--- src/rtl/json_string_unescaper_unit_defines.svh ---
// Assertion macros shared by the string unescaper RTL.
// Included by the top level; no other dependencies.
`ifndef JSON_STRING_UNESCAPER_UNIT_DEFINES_SVH
`define JSON_STRING_UNESCAPER_UNIT_DEFINES_SVH

`ifndef SYNTHESIS
// Checked on every clock edge, masked while reset is held.
`define JSU_ASSERT(lbl, prop, msg) \
    lbl: assert property (@(posedge i_clk) disable iff (!i_rst_n) (prop)) else $error(msg);
// Checked on every clock edge, reset included.
`define JSU_ASSERT_ALWAYS(lbl, prop, msg) \
    lbl: assert property (@(posedge i_clk) (prop)) else $error(msg);
`else
`define JSU_ASSERT(lbl, prop, msg)
`define JSU_ASSERT_ALWAYS(lbl, prop, msg)
`endif

`endif

--- src/rtl/jsu_pkg.sv ---
`timescale 1ns / 1ps
// Shared types, character codes and helper functions for the string unescaper.
// No dependencies.
package jsu_pkg;

    typedef enum logic [1:0] {
        PH_WAIT = 2'd0,
        PH_STR  = 2'd1,
        PH_ESC  = 2'd2,
        PH_HEX  = 2'd3
    } t_phase;

    typedef enum logic [2:0] {
        ST_BYTE    = 3'd0,
        ST_CLOSED  = 3'd1,
        ST_NO_OPEN = 3'd2,
        ST_BAD_ESC = 3'd3,
        ST_BAD_HEX = 3'd4,
        ST_UNTERM  = 3'd5
    } t_status;

    typedef struct packed {
        logic [7:0] in_byte;
        logic       input_ends;
    } t_in_item;

    typedef struct packed {
        logic [7:0] out_byte;
        logic [2:0] status;
        logic       last_of_run;
    } t_out_item;

    // One decoded input: one to three results that share a status.
    typedef struct packed {
        logic [1:0]      num;
        logic [2:0][7:0] bytes;
        t_status         status;
    } t_cmd;

    localparam int CMD_DEPTH = 4;
    localparam int CMD_AW    = $clog2(CMD_DEPTH);

    localparam logic [7:0] CH_QUOTE  = 8'h22;
    localparam logic [7:0] CH_BSLASH = 8'h5C;
    localparam logic [7:0] CH_SLASH  = 8'h2F;
    localparam logic [7:0] CH_B      = 8'h62;
    localparam logic [7:0] CH_F      = 8'h66;
    localparam logic [7:0] CH_N      = 8'h6E;
    localparam logic [7:0] CH_R      = 8'h72;
    localparam logic [7:0] CH_T      = 8'h74;
    localparam logic [7:0] CH_U      = 8'h75;

    localparam logic [7:0] BS_BYTE  = 8'h08;
    localparam logic [7:0] FF_BYTE  = 8'h0C;
    localparam logic [7:0] LF_BYTE  = 8'h0A;
    localparam logic [7:0] CR_BYTE  = 8'h0D;
    localparam logic [7:0] TAB_BYTE = 8'h09;

    localparam logic [15:0] UTF8_LIM1  = 16'h0080;
    localparam logic [15:0] UTF8_LIM2  = 16'h0800;
    localparam logic [7:0]  UTF8_LEAD2 = 8'hC0;
    localparam logic [7:0]  UTF8_LEAD3 = 8'hE0;
    localparam logic [7:0]  UTF8_CONT  = 8'h80;
    localparam logic [7:0]  UTF8_MASK  = 8'h3F;

    // Bit 4 flags a valid hex digit, bits 3:0 hold its value.
    function automatic logic [4:0] hex_value(input logic [7:0] c);
        logic [4:0] r;
        r = 5'd0;
        if (c >= 8'h30 && c <= 8'h39) begin
            r = {1'b1, c[3:0]};
        end else if ((c >= 8'h61 && c <= 8'h66) || (c >= 8'h41 && c <= 8'h46)) begin
            r = {1'b1, c[3:0] + 4'd9};
        end
        return r;
    endfunction

endpackage

--- src/rtl/json_string_unescaper_unit.sv ---
`timescale 1ns / 1ps
// Top level of the JSON string unescaper: parser, request queue, serializer.
// Depends on jsu_pkg, jsu_front, jsu_cmd_fifo, jsu_back and the defines header.

// One raw byte is taken per cycle whenever full is low; the parser decides in
// that same cycle what the byte produces and queues one request of one to three
// results in a four-entry queue. Results leave one per cycle while the receiver
// pops, through a single output register, so a plain byte passes through the
// request queue and then the output register on its way to the result side, and
// the sustained rate is one input byte and one result per cycle while pop is held.
// A \uXXXX escape that needs three UTF-8 bytes holds the result side until all
// three have left; full rises only when the queue of requests fills behind a stalled pop.
// An item that produces no result (an opening quote, a backslash, the u of an
// escape, a hex digit short of the fourth, end of input while waiting) leaves nothing in the queue.
`include "json_string_unescaper_unit_defines.svh"

module json_string_unescaper_unit (
    input  logic                i_clk,
    input  logic                i_rst_n,
    input  logic                push,
    output logic                full,
    input  jsu_pkg::t_in_item   i_in_item,
    output logic                empty,
    input  logic                pop,
    output jsu_pkg::t_out_item  o_out_item
);
    import jsu_pkg::*;

    logic w_accept;
    logic w_cmd_valid;
    t_cmd w_cmd;
    logic w_fifo_full;
    logic w_fifo_empty;
    logic w_fifo_rd;
    t_cmd w_head_cmd;

    assign full     = w_fifo_full;
    assign w_accept = push && !w_fifo_full;

    jsu_front u_front (
        .i_clk       (i_clk),
        .i_rst_n     (i_rst_n),
        .i_accept    (w_accept),
        .i_item      (i_in_item),
        .o_cmd_valid (w_cmd_valid),
        .o_cmd       (w_cmd)
    );

    jsu_cmd_fifo u_fifo (
        .i_clk    (i_clk),
        .i_rst_n  (i_rst_n),
        .i_wr     (w_accept && w_cmd_valid),
        .i_wr_cmd (w_cmd),
        .o_full   (w_fifo_full),
        .i_rd     (w_fifo_rd),
        .o_rd_cmd (w_head_cmd),
        .o_empty  (w_fifo_empty)
    );

    jsu_back u_back (
        .i_clk       (i_clk),
        .i_rst_n     (i_rst_n),
        .i_cmd_empty (w_fifo_empty),
        .i_cmd       (w_head_cmd),
        .o_cmd_rd    (w_fifo_rd),
        .o_empty     (empty),
        .i_pop       (pop),
        .o_item      (o_out_item)
    );

    `JSU_ASSERT_ALWAYS(a_reset_empties, !i_rst_n |=> empty && !full, "reset left results pending")
    `JSU_ASSERT(a_status_is_last, !empty && (o_out_item.status != ST_BYTE) |-> o_out_item.last_of_run, "status result not last of run")
    `JSU_ASSERT(a_run_still_queued, !empty && !o_out_item.last_of_run |-> !w_fifo_empty, "rest of a multi-byte run was lost")
    `JSU_ASSERT(a_no_read_when_empty, w_fifo_empty |-> !w_fifo_rd, "request queue read while empty")

endmodule

--- src/rtl/jsu_front.sv ---
`timescale 1ns / 1ps
// Front end: string parser that turns each accepted byte into at most one result request.
// Depends on jsu_pkg.
module jsu_front (
    input  logic            i_clk,
    input  logic            i_rst_n,
    input  logic            i_accept,
    input  jsu_pkg::t_in_item i_item,
    output logic            o_cmd_valid,
    output jsu_pkg::t_cmd   o_cmd
);
    import jsu_pkg::*;

    t_phase      r_phase, n_phase;
    logic [1:0]  r_hex_cnt, n_hex_cnt;
    logic [15:0] r_code_point, n_code_point;

    logic [7:0]  w_c;
    logic [4:0]  w_hex;
    logic [15:0] w_cp_next;

    assign w_c       = i_item.in_byte;
    assign w_hex     = hex_value(w_c);
    assign w_cp_next = {r_code_point[11:0], w_hex[3:0]};

    always_ff @(posedge i_clk) begin
        if (!i_rst_n) begin
            r_phase      <= PH_WAIT;
            r_hex_cnt    <= 2'd0;
            r_code_point <= 16'd0;
        end else if (i_accept) begin
            r_phase      <= n_phase;
            r_hex_cnt    <= n_hex_cnt;
            r_code_point <= n_code_point;
        end
    end

    always_comb begin
        n_phase      = r_phase;
        n_hex_cnt    = r_hex_cnt;
        n_code_point = r_code_point;
        o_cmd_valid  = 1'b0;
        o_cmd        = '0;
        o_cmd.num    = 2'd1;
        o_cmd.status = ST_BYTE;

        if (i_item.input_ends) begin
            if (r_phase != PH_WAIT) begin
                o_cmd_valid  = 1'b1;
                o_cmd.status = ST_UNTERM;
            end
            n_phase      = PH_WAIT;
            n_hex_cnt    = 2'd0;
            n_code_point = 16'd0;
        end else begin
            unique case (r_phase)
                PH_WAIT: begin
                    if (w_c == CH_QUOTE) begin
                        n_phase = PH_STR;
                    end else begin
                        o_cmd_valid  = 1'b1;
                        o_cmd.status = ST_NO_OPEN;
                    end
                end
                PH_STR: begin
                    if (w_c == CH_QUOTE) begin
                        o_cmd_valid  = 1'b1;
                        o_cmd.status = ST_CLOSED;
                        n_phase      = PH_WAIT;
                    end else if (w_c == CH_BSLASH) begin
                        n_phase = PH_ESC;
                    end else begin
                        o_cmd_valid    = 1'b1;
                        o_cmd.bytes[0] = w_c;
                    end
                end
                PH_ESC: begin
                    n_phase     = PH_STR;
                    o_cmd_valid = 1'b1;
                    unique case (w_c)
                        CH_QUOTE:  o_cmd.bytes[0] = CH_QUOTE;
                        CH_BSLASH: o_cmd.bytes[0] = CH_BSLASH;
                        CH_SLASH:  o_cmd.bytes[0] = CH_SLASH;
                        CH_B:      o_cmd.bytes[0] = BS_BYTE;
                        CH_F:      o_cmd.bytes[0] = FF_BYTE;
                        CH_N:      o_cmd.bytes[0] = LF_BYTE;
                        CH_R:      o_cmd.bytes[0] = CR_BYTE;
                        CH_T:      o_cmd.bytes[0] = TAB_BYTE;
                        CH_U: begin
                            o_cmd_valid  = 1'b0;
                            n_phase      = PH_HEX;
                            n_hex_cnt    = 2'd0;
                            n_code_point = 16'd0;
                        end
                        default: begin
                            o_cmd.status = ST_BAD_ESC;
                            n_phase      = PH_WAIT;
                        end
                    endcase
                end
                PH_HEX: begin
                    if (!w_hex[4]) begin
                        o_cmd_valid  = 1'b1;
                        o_cmd.status = ST_BAD_HEX;
                        n_phase      = PH_WAIT;
                        n_hex_cnt    = 2'd0;
                        n_code_point = 16'd0;
                    end else if (r_hex_cnt != 2'd3) begin
                        n_hex_cnt    = r_hex_cnt + 2'd1;
                        n_code_point = w_cp_next;
                    end else begin
                        // Fourth digit: encode the code point as UTF-8.
                        o_cmd_valid  = 1'b1;
                        n_phase      = PH_STR;
                        n_hex_cnt    = 2'd0;
                        n_code_point = 16'd0;
                        if (w_cp_next < UTF8_LIM1) begin
                            o_cmd.num      = 2'd1;
                            o_cmd.bytes[0] = w_cp_next[7:0];
                        end else if (w_cp_next < UTF8_LIM2) begin
                            o_cmd.num      = 2'd2;
                            o_cmd.bytes[0] = UTF8_LEAD2 | {3'd0, w_cp_next[10:6]};
                            o_cmd.bytes[1] = UTF8_CONT | (w_cp_next[7:0] & UTF8_MASK);
                        end else begin
                            o_cmd.num      = 2'd3;
                            o_cmd.bytes[0] = UTF8_LEAD3 | {4'd0, w_cp_next[15:12]};
                            o_cmd.bytes[1] = UTF8_CONT | (w_cp_next[13:6] & UTF8_MASK);
                            o_cmd.bytes[2] = UTF8_CONT | (w_cp_next[7:0] & UTF8_MASK);
                        end
                    end
                end
                default: begin
                    n_phase = PH_WAIT;
                end
            endcase
        end
    end

endmodule

--- src/rtl/jsu_cmd_fifo.sv ---
`timescale 1ns / 1ps
// Short request queue between the parser and the result serializer.
// Depends on jsu_pkg.
module jsu_cmd_fifo (
    input  logic          i_clk,
    input  logic          i_rst_n,
    input  logic          i_wr,
    input  jsu_pkg::t_cmd i_wr_cmd,
    output logic          o_full,
    input  logic          i_rd,
    output jsu_pkg::t_cmd o_rd_cmd,
    output logic          o_empty
);
    import jsu_pkg::*;

    t_cmd              r_mem [CMD_DEPTH];
    logic [CMD_AW-1:0] r_wr_ptr, r_rd_ptr;
    logic [CMD_AW:0]   r_count;
    logic              w_do_wr, w_do_rd;

    assign o_full   = (r_count == (CMD_AW+1)'(CMD_DEPTH));
    assign o_empty  = (r_count == '0);
    assign w_do_wr  = i_wr && !o_full;
    assign w_do_rd  = i_rd && !o_empty;
    assign o_rd_cmd = r_mem[r_rd_ptr];

    always_ff @(posedge i_clk) begin
        if (w_do_wr) begin
            r_mem[r_wr_ptr] <= i_wr_cmd;
        end
    end

    always_ff @(posedge i_clk) begin
        if (!i_rst_n) begin
            r_wr_ptr <= '0;
            r_rd_ptr <= '0;
            r_count  <= '0;
        end else begin
            if (w_do_wr) begin
                r_wr_ptr <= r_wr_ptr + CMD_AW'(1);
            end
            if (w_do_rd) begin
                r_rd_ptr <= r_rd_ptr + CMD_AW'(1);
            end
            if (w_do_wr && !w_do_rd) begin
                r_count <= r_count + (CMD_AW+1)'(1);
            end else if (w_do_rd && !w_do_wr) begin
                r_count <= r_count - (CMD_AW+1)'(1);
            end
        end
    end

endmodule

--- src/rtl/jsu_back.sv ---
`timescale 1ns / 1ps
// Back end: walks each queued request and emits its results into the output
// register one per cycle while it is free or being popped. Depends on jsu_pkg.
module jsu_back (
    input  logic              i_clk,
    input  logic              i_rst_n,
    input  logic              i_cmd_empty,
    input  jsu_pkg::t_cmd     i_cmd,
    output logic              o_cmd_rd,
    output logic              o_empty,
    input  logic              i_pop,
    output jsu_pkg::t_out_item o_item
);
    import jsu_pkg::*;

    logic       r_valid;
    logic [1:0] r_idx;
    t_out_item  r_item;
    logic       w_load, w_last, w_pop_acc;
    logic [7:0] w_byte;

    assign w_pop_acc = i_pop && r_valid;
    // The output register refills whenever it is free or being drained.
    assign w_load    = !i_cmd_empty && (!r_valid || w_pop_acc);
    assign w_last    = (r_idx == (i_cmd.num - 2'd1));
    assign o_cmd_rd  = w_load && w_last;
    assign o_empty   = !r_valid;
    assign o_item    = r_item;

    always_comb begin
        unique case (r_idx)
            2'd0:    w_byte = i_cmd.bytes[0];
            2'd1:    w_byte = i_cmd.bytes[1];
            2'd2:    w_byte = i_cmd.bytes[2];
            default: w_byte = 8'd0;
        endcase
    end

    always_ff @(posedge i_clk) begin
        if (w_load) begin
            r_item.out_byte    <= w_byte;
            r_item.status      <= i_cmd.status;
            r_item.last_of_run <= w_last;
        end
    end

    always_ff @(posedge i_clk) begin
        if (!i_rst_n) begin
            r_valid <= 1'b0;
            r_idx   <= 2'd0;
        end else begin
            if (w_load) begin
                r_valid <= 1'b1;
                r_idx   <= w_last ? 2'd0 : r_idx + 2'd1;
            end else if (w_pop_acc) begin
                r_valid <= 1'b0;
            end
        end
    end

endmodule

--- config.mk ---
export PLATFORM = sky130hd
export DESIGN_NAME = json_string_unescaper_unit
export DESIGN_NICKNAME = d
export VERILOG_FILES = /design/src/rtl/jsu_pkg.sv /design/src/rtl/json_string_unescaper_unit.sv /design/src/rtl/jsu_front.sv /design/src/rtl/jsu_cmd_fifo.sv /design/src/rtl/jsu_back.sv
export VERILOG_INCLUDE_DIRS = /design/src /design/src/rtl
export SDC_FILE = /design/constraint.sdc
export NUM_CORES = 1
export LEC_CHECK = 0
export BUFFER_PORTS_ARGS = -buffer_cell sky130_fd_sc_hd__buf_2
export CAP_MARGIN = 20
export CORE_ASPECT_RATIO = 1.5
export CORE_MARGIN = 3
export CORE_UTILIZATION = 45
export DETAILED_ROUTE_END_ITERATION = 7
export SLEW_MARGIN = 10
export SYNTH_ARGS = -nofsm -noshare
export SYNTH_HDL_FRONTEND = slang
export SYNTH_SLANG_ARGS = --single-unit
--- constraint.sdc ---
create_clock -name i_clk -period 3.15 [get_ports i_clk]
set_clock_uncertainty 0.05 [all_clocks]
set_input_delay 0.315 -clock i_clk [delete_from_list [all_inputs] [get_ports i_clk]]
set_output_delay 0.315 -clock i_clk [all_outputs]
set_load 0.005 [all_outputs]
==> reports/summary.log <==
qor: detailed_routing.wl_per_cell 20.2 microns
qor: synth.synth-main-ff-cell sky130_fd_sc_hd__edfxtp_1
qor: critical_path.setup.worst_path.class reg -> reg
qor: floorplan.floorplan.rows 53
qor: critical_path.worst-r2r-setup-slack 0.33 ns
qor: detailed_routing.route.antenna.remaining_nets 0
qor: detailed_routing.viasPerCell 5.77
qor: final_layout.fillers 1,205
qor: clock_tree.total_of_hold_buffers_inserted_after_clock_tree_synthesis 0
qor: clock_tree.cts_tree done
qor: sta.final-max-slew-violation-count 0
qor: worst_hold_path.timing.hold.worst.start pop
qor: synth.synthesis.instances 468
qor: synth.ys_seq_elements 144
qor: final_layout.insertedDiodeCount 0
qor: sta.max_clock_freq 0.355 GHz
qor: clock_tree.cts.reportedPaths.clkPinSlew 0.06 ns
qor: global_route.grt.total_usage 19.0%
qor: global_route.grt_antenna_before_repair 0
qor: sta.slew_headroom 33.5%
qor: sta.final_clock_period_utilization_by_the_worst_path 89.4%
qor: synth.synth-edff-count 116
qor: synth.syn_avg_cell_area 14.0 sq um
qor: synth.synth_sequential_area_ratio 61.9%
qor: floorplan.io_pins 27
qor: synth.synthArstFlopShare 0%
qor: final_layout.design.final.nets 544
qor: synth.yosys.area.top_type_share 53.3%
qor: sta.rsz_0062_raised_after_global_routing false
qor: clock_tree.clock_tree.root_cell sky130_fd_sc_hd__clkbuf_16
qor: synth.netlist_area 6540 sq um
qor: clock_tree.clock_insertion_delay_at_the_later_pin_of_the_skew_report 0.41 ns
qor: critical_path.arrival 3.11 ns
qor: clock_tree.cts_buffers 17
qor: global_route.grt_first_pass_wirelength 23,500 microns
qor: sta.transition_at_the_pin_with_the_smallest_max_transition_slack 0.991 ns
qor: final_layout.post-route-cell-area 7560 sq um
qor: worst_hold_path.hold_crit_class in -> reg
qor: clock_tree.cts.sink_count 144
qor: synth.synth_common_cells 116 x sky130_fd_sc_hd__edfxtp_1, 35 x sky130_fd_sc_hd__nand2_1, 28 x sky130_fd_sc_hd__dfxtp_1
qor: critical_path.worstSetupEndpointType flop
qor: critical_path.start_kind flop
qor: global_route.global_route.overflow_total 0
qor: detailed_routing.dr.pass1.iters 5
qor: power.power_density 674 nW/um^2
qor: synth.netlist.top_cell.by_area sky130_fd_sc_hd__edfxtp_1
qor: detailed_routing.drt_iter0_drc 279
qor: global_route.first_global_vias 4,248
qor: synth.netlist_top_cells_area sky130_fd_sc_hd__edfxtp_1 53%, sky130_fd_sc_hd__mux4_2 8.6%, sky130_fd_sc_hd__dfxtp_1 8.6%
qor: worst_hold_path.worst_hold_path.num_cells 3
qor: global_route.grt_max_degree 34
qor: placement.portBuffers 26
qor: floorplan.start_util 46.3%
qor: detailed_routing.dr_total_vias 4,156
qor: final_layout.final_core_utilization 53.5%
qor: floorplan.die_area 16,000 sq um
qor: run_status.status finished, final reports clean
qor: sta.number_of_endpoints_failing_setup_at_the_final_stage 0
qor: synth.post_synth_num_cell_types 64
qor: power.total_leakage_power 2.59 nW
qor: detailed_routing.route.detailed.drc 0
qor: worst_hold_path.min_to u_back.r_valid
qor: placement.gpl.final_weighted_congestion 0.893
qor: critical_path.worstPathMaxFanout 4
qor: floorplan.fp.coreArea 14,100 sq um
qor: clock_tree.max-clock-path-buffers 2
qor: synth.postSynthNetCount 497
qor: floorplan.die-width 104 microns
qor: clock_tree.cts_repair_resize_count 0
qor: final_layout.flow.area_growth_from_synthesis 15.6%
qor: sta.final.min_clock_period 2.82 ns
qor: power.vdd_drop_max 0.000326 V
qor: critical_path.timing.reg2reg.worst_path_depth 10
qor: clock_tree.ctsHtreeMaxLevel 4
qor: synth.most_frequent_cell_after_synthesis sky130_fd_sc_hd__edfxtp_1
qor: placement.placed_cell_area 7000 sq um
qor: final_layout.layout-drive-gt1-share 21.6%
qor: floorplan.floorplan.die.height 154 microns
qor: placement.hpwlAfterDp 9950 microns
qor: synth.synthesis.yosys.warnings 0
qor: clock_tree.post-cts-setup-buffer-count 0
qor: critical_path.crit_required 3.44 ns
qor: detailed_routing.drt-total-wl 14,600 microns
qor: critical_path.reg2reg_to u_fifo.r_count[2]
qor: flow_run.max_cap_violations 0
qor: sta.number_of_hold_slack_violations_in_the_final_timing_report 0
flip-flops by register name, indices dropped and copies added (netlist names), named ones only:
signal                count
u_back.r_valid            1
u_front.r_phase           2
u_fifo.r_wr_ptr           2
u_back.o_item            12
u_fifo.r_rd_ptr           2
u_fifo.r_mem            104
u_back.r_idx              2
u_front.r_code_point     12
u_front.r_hex_cnt         2
u_fifo.r_count            3
cells in the final DEF (no fill, tap or decap), types with 3 or more instances in the layout:
master	instances
sky130_fd_sc_hd__a22o_1	8
sky130_fd_sc_hd__nor3b_1	4
sky130_fd_sc_hd__nor2b_1	17
sky130_fd_sc_hd__buf_2	26
sky130_fd_sc_hd__mux4_2	25
sky130_fd_sc_hd__nand2_1	35
sky130_fd_sc_hd__ha_1	15
sky130_fd_sc_hd__nand3_1	5
sky130_fd_sc_hd__clkbuf_16	17
sky130_fd_sc_hd__o31ai_1	3
sky130_fd_sc_hd__nor2_1	16
sky130_fd_sc_hd__nor4_1	6
sky130_fd_sc_hd__nor3_1	9
sky130_fd_sc_hd__o21ai_0	8
sky130_fd_sc_hd__a31oi_1	4
sky130_fd_sc_hd__and3_1	4
sky130_fd_sc_hd__a21oi_1	20
sky130_fd_sc_hd__inv_1	15
sky130_fd_sc_hd__and2_1	17
sky130_fd_sc_hd__a22oi_1	23
sky130_fd_sc_hd__mux2i_1	6
sky130_fd_sc_hd__inv_6	7
sky130_fd_sc_hd__edfxtp_1	116
sky130_fd_sc_hd__o22ai_1	4
sky130_fd_sc_hd__clkinv_4	3
sky130_fd_sc_hd__xnor2_1	6
sky130_fd_sc_hd__nand2b_1	5
sky130_fd_sc_hd__dfxtp_1	27
sky130_fd_sc_hd__buf_4	22
layer usage:
layer	vias to the layer above	wire length, microns	track usage [%]
met4	0	487	8.68
met5	-	0	0
met2	110	7480	32.5
li1	1925	-	-
met1	2096	6130	23.5
met3	25	460	3.49
logic make-up after synthesis:
kind of cell	share of synthesized area [%]
compound gates	10.4
flops	61.9
fa+ha+maj	3.18
buf+inv	2.30
xor+xnor	0.938
simple gates	11.8
mux	9.53
area by class of cell:
cell class,count,area (sq um),share of cell area [%]
Inverter,15,56.3,0.745
Clock inverter,15,126,1.67
Timing Repair Buffer,49,315,4.17
Clock buffer,17,425,5.63
Sequential cell,144,4050,53.5
Tap cell,192,240,3.18
Multi-Input combinational cell,288,2350,31.1
worst max-delay path by stage:
stage / endpoint / cells after the start / start / slack [ns]
floorplan: u_fifo.r_count[2] / 13 / i_in_item[2] / 0.22
global placement: u_fifo.r_count[2] / 14 / i_in_item[2] / 0.05
detailed placement: u_fifo.r_count[2] / 14 / i_in_item[2] / -0.02
CTS: u_fifo.r_count[2] / 10 / flop / 0.32
global route: u_fifo.r_count[2] / 10 / flop / 0.03
finish: u_fifo.r_count[2] / 10 / flop / 0.33
where the power goes:
| group | internal (mW) | switching (mW) |
|---|---|---|
| clock | 1.03 | 0.818 |
| sequential | 2.28 | 0.0689 |
| combinational | 0.412 | 0.489 |
per-stage QoR:
step	instances	setup TNS (ns)	power [mW]	worst slack [ns]	hold WS, ns
2_1_floorplan	468	0	2.97	0.222	0.395
3_3_place_gp	688	0	3.29	0.0521	0.404
3_5_place_dp	688	-0.0228	3.31	-0.0228	0.418
4_1_cts	720	0	5.16	0.321	0.170
5_1_grt	720	0	5.33	0.0339	0.177
6_report	720	0	5.09	0.334	0.189
critical path, stage by stage (launching register included):
cell and delay, ns:
sky130_fd_sc_hd__dfxtp_2 0.36, sky130_fd_sc_hd__mux4_2 0.53, sky130_fd_sc_hd__xnor2_1 0.19, sky130_fd_sc_hd__mux2i_1 0.39, sky130_fd_sc_hd__nand2_1 0.19, sky130_fd_sc_hd__ha_1 0.27, sky130_fd_sc_hd__inv_1 0.07, sky130_fd_sc_hd__fa_1 0.17
sky130_fd_sc_hd__xor2_1 0.07, sky130_fd_sc_hd__or3_1 0.30, sky130_fd_sc_hd__a21boi_0 0.16
(Power assumes the default switching activity.)
